File: config.mk
export PLATFORM = sky130hd
export DESIGN_NAME = can_sequence_reassembler
export DESIGN_NICKNAME = d
export VERILOG_FILES = /design/src/sv/canseq_pkg.sv /design/src/sv/canseq_core.sv /design/src/sv/can_sequence_reassembler.sv
export SDC_FILE = /design/constraint.sdc
export NUM_CORES = 1
export LEC_CHECK = 0
export CAP_MARGIN = 30
export CORE_ASPECT_RATIO = 1.75
export CORE_MARGIN = 1
export CORE_UTILIZATION = 49
export CTS_CLUSTER_DIAMETER = 80
export DETAILED_ROUTE_END_ITERATION = 10
export DONT_BUFFER_PORTS = 1
export HOLD_SLACK_MARGIN = 0.03
export PLACE_DENSITY = 0.74
export SLEW_MARGIN = 30
export SYNTH_ARGS = -nofsm -noshare
export SYNTH_HDL_FRONTEND = slang
export SYNTH_HIERARCHICAL = 1
export SYNTH_SLANG_ARGS = --single-unit
export TNS_END_PERCENT = 20
File: constraint.sdc
create_clock -name i_clk -period 9.5 [get_ports i_clk]
set_input_delay 1.9 -clock i_clk [delete_from_list [all_inputs] [get_ports i_clk]]
set_output_delay 1.9 -clock i_clk [all_outputs]
set_load 0.02 [all_outputs]
File: src/sv/canseq_pkg.sv
`timescale 1ns / 1ps
// ----------------------------------------------------------------------------
// canseq_pkg
// shared types and constants of the CAN sequence reassembler
// ----------------------------------------------------------------------------
package canseq_pkg;

    localparam int ID_W        = 11;
    localparam int BYTE_W      = 8;
    localparam int FRAME_BYTES = 8;
    localparam int DATA_W      = FRAME_BYTES * BYTE_W;
    localparam int LEN_BYTES   = 4;
    localparam int LEN_W       = LEN_BYTES * BYTE_W;
    localparam int MAX_BYTES   = 4096;
    localparam int REM_W       = $clog2(MAX_BYTES + 1);
    localparam int CNT_W       = $clog2(FRAME_BYTES + 1);

    localparam int CFG_ADDR_W  = 1;
    localparam int CFG_W       = ID_W;
    localparam logic [ID_W-1:0] HEADER_MATCH_RST = '0;
    localparam logic [ID_W-1:0] HEADER_MASK_RST  = '1;

    localparam int S_TDATA_W   = ((ID_W + DATA_W + 7) / 8) * 8;
    localparam int M_TDATA_W   = ((DATA_W + CNT_W + 7) / 8) * 8;
    localparam int M_TUSER_W   = ID_W + 1;

    typedef enum logic [CFG_ADDR_W-1:0] {
        CFG_HEADER_MATCH = 1'b0,
        CFG_HEADER_MASK  = 1'b1
    } t_cfg_reg;

    typedef struct packed {
        logic [ID_W-1:0]   frame_id;
        logic [DATA_W-1:0] frame_data;
    } t_item;

    typedef struct packed {
        logic              has;
        logic [ID_W-1:0]   message_type;
        logic [DATA_W-1:0] payload;
        logic [CNT_W-1:0]  valid_bytes;
        logic              last;
        logic              checksum_ok;
    } t_result;

endpackage

File: src/sv/canseq_core.sv
`timescale 1ns / 1ps
// ----------------------------------------------------------------------------
// canseq_core
// header matching, sequence state and per-frame payload extraction
// ----------------------------------------------------------------------------
module canseq_core
    import canseq_pkg::*;
(
    input  logic                  i_clk,
    input  logic                  i_rst_n,
    input  logic                  i_cfg_we,
    input  logic [CFG_ADDR_W-1:0] i_cfg_addr,
    input  logic [CFG_W-1:0]      i_cfg_wdata,
    input  t_item                 i_item,
    input  logic                  i_step,
    output t_result               o_res
);

    logic [ID_W-1:0]   r_match;
    logic [ID_W-1:0]   r_mask;
    logic              r_in_seq;
    logic [ID_W-1:0]   r_seq_type;
    logic [BYTE_W-1:0] r_exp_sum;
    logic [REM_W-1:0]  r_remaining;
    logic [BYTE_W-1:0] r_xor;

    logic              n_in_seq;
    logic [ID_W-1:0]   n_seq_type;
    logic [BYTE_W-1:0] n_exp_sum;
    logic [REM_W-1:0]  n_remaining;
    logic [BYTE_W-1:0] n_xor;

    logic              w_is_header;
    logic [LEN_W-1:0]  w_len;
    logic              w_len_ok;
    logic              w_is_last;
    logic [CNT_W-1:0]  w_count;
    logic [DATA_W-1:0] w_kept;
    logic [BYTE_W-1:0] w_xor;

    always_ff @(posedge i_clk) begin
        if (!i_rst_n) begin
            r_match <= HEADER_MATCH_RST;
            r_mask  <= HEADER_MASK_RST;
        end else if (i_cfg_we) begin
            unique case (t_cfg_reg'(i_cfg_addr))
                CFG_HEADER_MATCH: r_match <= i_cfg_wdata[ID_W-1:0];
                CFG_HEADER_MASK:  r_mask  <= i_cfg_wdata[ID_W-1:0];
            endcase
        end
    end

    always_comb begin
        w_is_header = (i_item.frame_id & r_mask) == (r_match & r_mask);
        w_len       = i_item.frame_data[BYTE_W +: LEN_W];
        w_len_ok    = w_len <= LEN_W'(MAX_BYTES);
        w_is_last   = r_remaining <= REM_W'(FRAME_BYTES);
        w_count     = w_is_last ? r_remaining[CNT_W-1:0] : CNT_W'(FRAME_BYTES);
        w_kept      = '0;
        w_xor       = r_xor;
        for (int k = 0; k < FRAME_BYTES; k++) begin
            if (CNT_W'(k) < w_count) begin
                w_kept[k*BYTE_W +: BYTE_W] = i_item.frame_data[k*BYTE_W +: BYTE_W];
                w_xor = w_xor ^ i_item.frame_data[k*BYTE_W +: BYTE_W];
            end
        end
    end

    always_comb begin
        n_in_seq    = r_in_seq;
        n_seq_type  = r_seq_type;
        n_exp_sum   = r_exp_sum;
        n_remaining = r_remaining;
        n_xor       = r_xor;
        if (!r_in_seq) begin
            if (w_is_header && w_len_ok) begin
                n_in_seq    = 1'b1;
                n_seq_type  = i_item.frame_id;
                n_exp_sum   = i_item.frame_data[BYTE_W-1:0];
                n_remaining = w_len[REM_W-1:0];
                n_xor       = '0;
            end
        end else begin
            n_xor = w_xor;
            if (w_is_last) begin
                n_in_seq    = 1'b0;
                n_remaining = '0;
            end else begin
                n_remaining = r_remaining - REM_W'(FRAME_BYTES);
            end
        end
    end

    always_ff @(posedge i_clk) begin
        if (!i_rst_n) begin
            r_in_seq <= 1'b0;
        end else if (i_step) begin
            r_in_seq <= n_in_seq;
        end
    end

    always_ff @(posedge i_clk) begin
        if (i_step) begin
            r_seq_type  <= n_seq_type;
            r_exp_sum   <= n_exp_sum;
            r_remaining <= n_remaining;
            r_xor       <= n_xor;
        end
    end

    assign o_res.has          = r_in_seq;
    assign o_res.message_type = r_seq_type;
    assign o_res.payload      = w_kept;
    assign o_res.valid_bytes  = w_count;
    assign o_res.last         = w_is_last;
    assign o_res.checksum_ok  = w_is_last && (w_xor == r_exp_sum);

endmodule

File: src/sv/can_sequence_reassembler.sv
`timescale 1ns / 1ps
// ----------------------------------------------------------------------------
// can_sequence_reassembler
// reassembles multi-frame messages from received CAN frames
// ----------------------------------------------------------------------------
// usage
//   s_axis carries one received frame per beat: identifier and eight bytes.
//   a frame matching the header pattern while idle opens a sequence: byte 0
//   is the expected xor checksum, bytes 1..4 the message length (little
//   endian, at most MAX_BYTES). headers and unmatched idle frames give no beat.
//   while a sequence is open every frame gives one m_axis beat with its
//   payload and the count of message bytes; tlast marks the final beat, whose
//   tuser checksum flag reports the xor check.
//   i_cfg_* writes the header match and mask registers; the user does so while
//   idle, which the block leaves to the user. frame and result are registered.
//   throughput: one frame per cycle while unstalled, set by the single-pass
//   update of the sequence state between the input and result registers.
//   reset: synchronous, clears both stages, closes any sequence and restores
//   match 0 and mask all ones.
//   stall: a held result stays on m_axis; frames that give no beat still pass,
//   and once a frame that gives a beat waits in the input register,
//   s_axis_tready drops until the result is taken.
// ----------------------------------------------------------------------------
module can_sequence_reassembler
    import canseq_pkg::*;
(
    input  logic                  i_clk,
    input  logic                  i_rst_n,
    input  logic                  i_cfg_we,
    input  logic [CFG_ADDR_W-1:0] i_cfg_addr,
    input  logic [CFG_W-1:0]      i_cfg_wdata,
    input  logic                  s_axis_tvalid,
    output logic                  s_axis_tready,
    input  logic [S_TDATA_W-1:0]  s_axis_tdata,   // frame_id, frame_data, zero pad
    output logic                  m_axis_tvalid,
    input  logic                  m_axis_tready,
    output logic [M_TDATA_W-1:0]  m_axis_tdata,   // payload, valid_bytes, zero pad
    output logic [M_TUSER_W-1:0]  m_axis_tuser,   // message_type, checksum_ok
    output logic                  m_axis_tlast
);

    logic    r_in_valid;
    t_item   r_in;
    logic    r_out_valid;
    t_result r_out;

    t_result w_res;
    logic    w_out_free;
    logic    w_step;

    canseq_core u_core (
        .i_clk       (i_clk),
        .i_rst_n     (i_rst_n),
        .i_cfg_we    (i_cfg_we),
        .i_cfg_addr  (i_cfg_addr),
        .i_cfg_wdata (i_cfg_wdata),
        .i_item      (r_in),
        .i_step      (w_step),
        .o_res       (w_res)
    );

    assign w_out_free    = !r_out_valid || m_axis_tready;
    assign w_step        = r_in_valid && (!w_res.has || w_out_free);
    assign s_axis_tready = !r_in_valid || w_step;

    always_ff @(posedge i_clk) begin
        if (!i_rst_n) begin
            r_in_valid <= 1'b0;
        end else if (s_axis_tready) begin
            r_in_valid <= s_axis_tvalid;
        end
    end

    always_ff @(posedge i_clk) begin
        if (s_axis_tready && s_axis_tvalid) begin
            r_in.frame_id   <= s_axis_tdata[ID_W-1:0];
            r_in.frame_data <= s_axis_tdata[ID_W +: DATA_W];
        end
    end

    always_ff @(posedge i_clk) begin
        if (!i_rst_n) begin
            r_out_valid <= 1'b0;
        end else if (w_out_free) begin
            r_out_valid <= w_step && w_res.has;
        end
    end

    always_ff @(posedge i_clk) begin
        if (w_out_free && w_step && w_res.has) begin
            r_out <= w_res;
        end
    end

    assign m_axis_tvalid = r_out_valid;
    assign m_axis_tdata  = {{(M_TDATA_W - DATA_W - CNT_W){1'b0}},
                            r_out.valid_bytes, r_out.payload};
    assign m_axis_tuser  = {r_out.checksum_ok, r_out.message_type};
    assign m_axis_tlast  = r_out.last;

endmodule

==> impl_metrics.yaml <==
status:
  status: "finished clean"
placement:
  numPlacedInstances: 883
  placement.io_buffers: 0
  place.gp.congestion: 0.869
  post-dp-hpwl_um: 15300
synth:
  netlist.top_cell.by_area: "sky130_fd_sc_hd__edfxtp_1"
  dominant_combinational_cell_family_by_area_after_synthesis: "simple AND/OR/NAND/NOR gates"
  proportion_of_synthesized_chip_area_in_sequential_cells: 0.671
  postSynthRegisterBits: 221
  synth_area_in_simple_gates: 0.121
  post_synthesis_share_of_cell_area_spent_on_full_adders_half_adders_and_majority_gates: 0.00131
  dominantRegCellSynth: "sky130_fd_sc_hd__edfxtp_1"
  synth-compound-area-share: 0.0721
  synth_enable_flop_cells: 196
  syn-cell-area_um2: 9520
  syn_area_per_cell_um2: 14.3
  synthesis.yosys.warnings: 6
  post-synth-top-area-fraction: 0.618
  synth_area_leaders: "sky130_fd_sc_hd__edfxtp_1 62%, sky130_fd_sc_hd__dfxtp_1 5.3%, sky130_fd_sc_hd__nand2_1 2.7%"
  yosysUniqueCellTypes: 57
  xor_xnor_share_of_the_synthesized_area: 0.0836
  async_set_or_reset_flop_fraction_in_the_synthesized_netlist: 0
  synth_cells: 668
  synth.area.mux_share: 0.0155
timing:
  timing.final.crit_period_ns: 4.55
  setup_total_negative_slack_ns: 0
  hold_ws_ns: 0.411
  slew_viol_final: 0
  final.setup_skew_ns: 0.0133
  final_min_period_over_clock_period: 0.478
  worstMarginPinSlew_ns: 0.968
  setup_viol: 0
  setup_repair_after_global_routing_missed_its_margin: "false"
  achievable-frequency_ghz: 0.220
  maxSlewHeadroom: 0.355
  final_hold_violation_count: 0
cells_and_area:
  layout-drive-gt1-share: 0.0972
  most_frequent_cells_in_the_layout: "196 x sky130_fd_sc_hd__edfxtp_1, 68 x sky130_fd_sc_hd__nand2_1, 37 x sky130_fd_sc_hd__inv_1, 27 x sky130_fd_sc_hd__and2_1, 27 x sky130_fd_sc_hd__xor2_1"
  layout.cells.most_common: "sky130_fd_sc_hd__edfxtp_1"
  area_growth_syn_to_layout_pct: 8.76
  fin_nets: 763
  layoutNonFillerInstCount: 922
global_route:
  grt_max_degree: 54
  first_global_vias: 5414
  wire_length_of_the_first_global_routing_pass_um: 31500
  total_global_routing_track_utilization: 0.213
  grt_antenna_before_repair: 3
  globalRouteOverflowTotal: 0
power_and_ir_drop:
  p_leak_nw: 3.77
  max-vdd-ir-drop_v: 0.000162
  power_density_nw_per_um2: 201
clocking:
  cts_hold_buf: 0
  cts_tree: "done"
  clk_transition_reported_paths_ns: 0.07
  cts-htree-levels: 1
  cts.sink_count: 221
  ctsLongestPathBuffers: 3
  tritoncts.num_buffers: 21
  cts_root_buf: "sky130_fd_sc_hd__clkbuf_16"
  clock_latency_ns: 0.49
  cts.repair_timing.setup_buffer_count: 0
  postCtsResizedCells: 0
floorplan:
  design.core.area_um2: 19100
  dieWidth_um: 107
  fp.dieH_um: 186
  initial_core_util: 0.498
  floorplan.rows: 67
  fp.dieArea_um2: 20000
  boundaryPins: 184
drt:
  first_pass_iters: 5
  drt-wirelength-per-cell_um: 23.0
  dr.first_iter.drc_count: 243
  detail_route.drc_violations: 0
  ant_nets: 0
  detailroute.via_count: 5252
  route.detailed.vias_per_inst: 5.70
  total_wire_length_after_detailed_routing_um: 21200
job:
  max_cap_viol_count: 0
worst_hold_path:
  class_of_the_tightest_hold_or_removal_check: "flip-flop to flip-flop"
setup_path:
  worst_ep_arrival_time_ns: 4.85
  worst-path-max-fanout: 26
  worstPathRequired_ns: 9.81
  endpoint_kind: "flip-flop"
  setup.worst_path.class: "flip-flop to flip-flop"
  startpoint_type: "flip-flop"
-- cell families after synthesis --
family | Yosys count
xor+xnor | 65
other cells | 1
fa+ha+maj | 1
simple gates | 208
flops | 221
buf+inv | 74
mux | 14
compound gates | 84
-- registers in the layout, indices dropped and copies added (netlist names), 8 cells and up --
register / count
m_axis_tdata: 68
m_axis_tuser: 12
r_in: 75
u_core/r_exp_sum: 8
u_core/r_mask: 11
u_core/r_match: 11
u_core/r_remaining: 13
u_core/r_seq_type: 11
u_core/r_xor: 8
-- cell type report --
class	instances	area, um^2
diodes	2	5.00
clock buffers	25	541
clock inverters	12	93.8
fillers	1555	8760
inverters	37	139
multi-input cells	376	2820
flip-flops and latches	221	6390
well taps	241	302
repair buffers	8	72.6
-- worst max-delay path, stage by stage, from the launching register on --
cell	delay, ns
sky130_fd_sc_hd__edfxtp_1	0.69
sky130_fd_sc_hd__inv_1	0.15
sky130_fd_sc_hd__ha_1	0.18
sky130_fd_sc_hd__nand2b_1	0.26
sky130_fd_sc_hd__buf_4	0.36
sky130_fd_sc_hd__or4_4	0.71
sky130_fd_sc_hd__o21ai_0	0.33
sky130_fd_sc_hd__xor3_1	0.40
sky130_fd_sc_hd__xnor2_1	0.27
sky130_fd_sc_hd__o21ai_0	0.12
sky130_fd_sc_hd__or4_1	0.55
sky130_fd_sc_hd__nor4bb_2	0.31
-- per-stage QoR --
stage          power, mW   util  setup slack [ns]  cell area (um^2)
6_report            2.08  0.542              4.95             10400
4_1_cts             2.10  0.542              4.99             10400
3_3_place_gp        1.31  0.507              5.07              9700
5_1_grt             2.15  0.542              4.64             10400
3_5_place_dp        1.32  0.508              5.00              9720
2_1_floorplan       1.27      -              3.51              9530
-- worst paths after layout --
check | cells past startpoint | end | start | slack, ns
setup / recovery | 11 | m_axis_tuser[11] | u_core/r_remaining[3] | 4.95
hold / removal | 0 | m_axis_tuser[3] | u_core/r_seq_type[3] | 0.41
setup reg to reg | 11 | m_axis_tuser[11] | u_core/r_remaining[3] | 4.95
hold reg to reg | 0 | m_axis_tuser[3] | u_core/r_seq_type[3] | 0.41
-- report_power, final --
part | internal (mW) | total, mW | switching [mW]
clock network | 0.436 | 0.782 | 0.346
registers | 1.09 | 1.12 | 0.0245
logic | 0.0873 | 0.178 | 0.0908
total | 1.62 | 2.08 | 0.461
-- cell usage after synthesis, types with 3 or more instances --
library cell / number
sky130_fd_sc_hd__xnor3_1: 11
sky130_fd_sc_hd__and3_1: 3
sky130_fd_sc_hd__dfxtp_1: 25
sky130_fd_sc_hd__nand2b_1: 13
sky130_fd_sc_hd__and3b_1: 3
sky130_fd_sc_hd__nor2b_1: 21
sky130_fd_sc_hd__a22oi_1: 6
sky130_fd_sc_hd__o21ai_0: 8
sky130_fd_sc_hd__nor2_1: 15
sky130_fd_sc_hd__xnor2_1: 22
sky130_fd_sc_hd__mux2i_1: 8
sky130_fd_sc_hd__a21oi_1: 9
sky130_fd_sc_hd__a31oi_1: 3
sky130_fd_sc_hd__mux2_2: 6
sky130_fd_sc_hd__or3_1: 5
sky130_fd_sc_hd__xor3_1: 4
sky130_fd_sc_hd__o41ai_1: 18
sky130_fd_sc_hd__buf_2: 6
sky130_fd_sc_hd__inv_1: 37
sky130_fd_sc_hd__a21boi_1: 4
sky130_fd_sc_hd__a21boi_0: 15
sky130_fd_sc_hd__xor2_1: 27
sky130_fd_sc_hd__nor4_1: 14
sky130_fd_sc_hd__nor3_1: 8
sky130_fd_sc_hd__edfxtp_1: 196
sky130_fd_sc_hd__and2_1: 28
sky130_fd_sc_hd__clkbuf_1: 20
sky130_fd_sc_hd__o41ai_4: 3
sky130_fd_sc_hd__nand3_1: 15
sky130_fd_sc_hd__o22ai_1: 4
sky130_fd_sc_hd__nand2_1: 68
sky130_fd_sc_hd__buf_6: 4
sky130_fd_sc_hd__buf_4: 7
-- layer usage --
metal	part of all wire	wire length [um]	global-route usage
met1	0.35	7320	0.223
met2	0.53	11300	0.382
met3	0.071	1500	0.0548
met4	0.052	1100	0.116
met5	0.00061	13	0
Power figures use the tool's default switching activity.
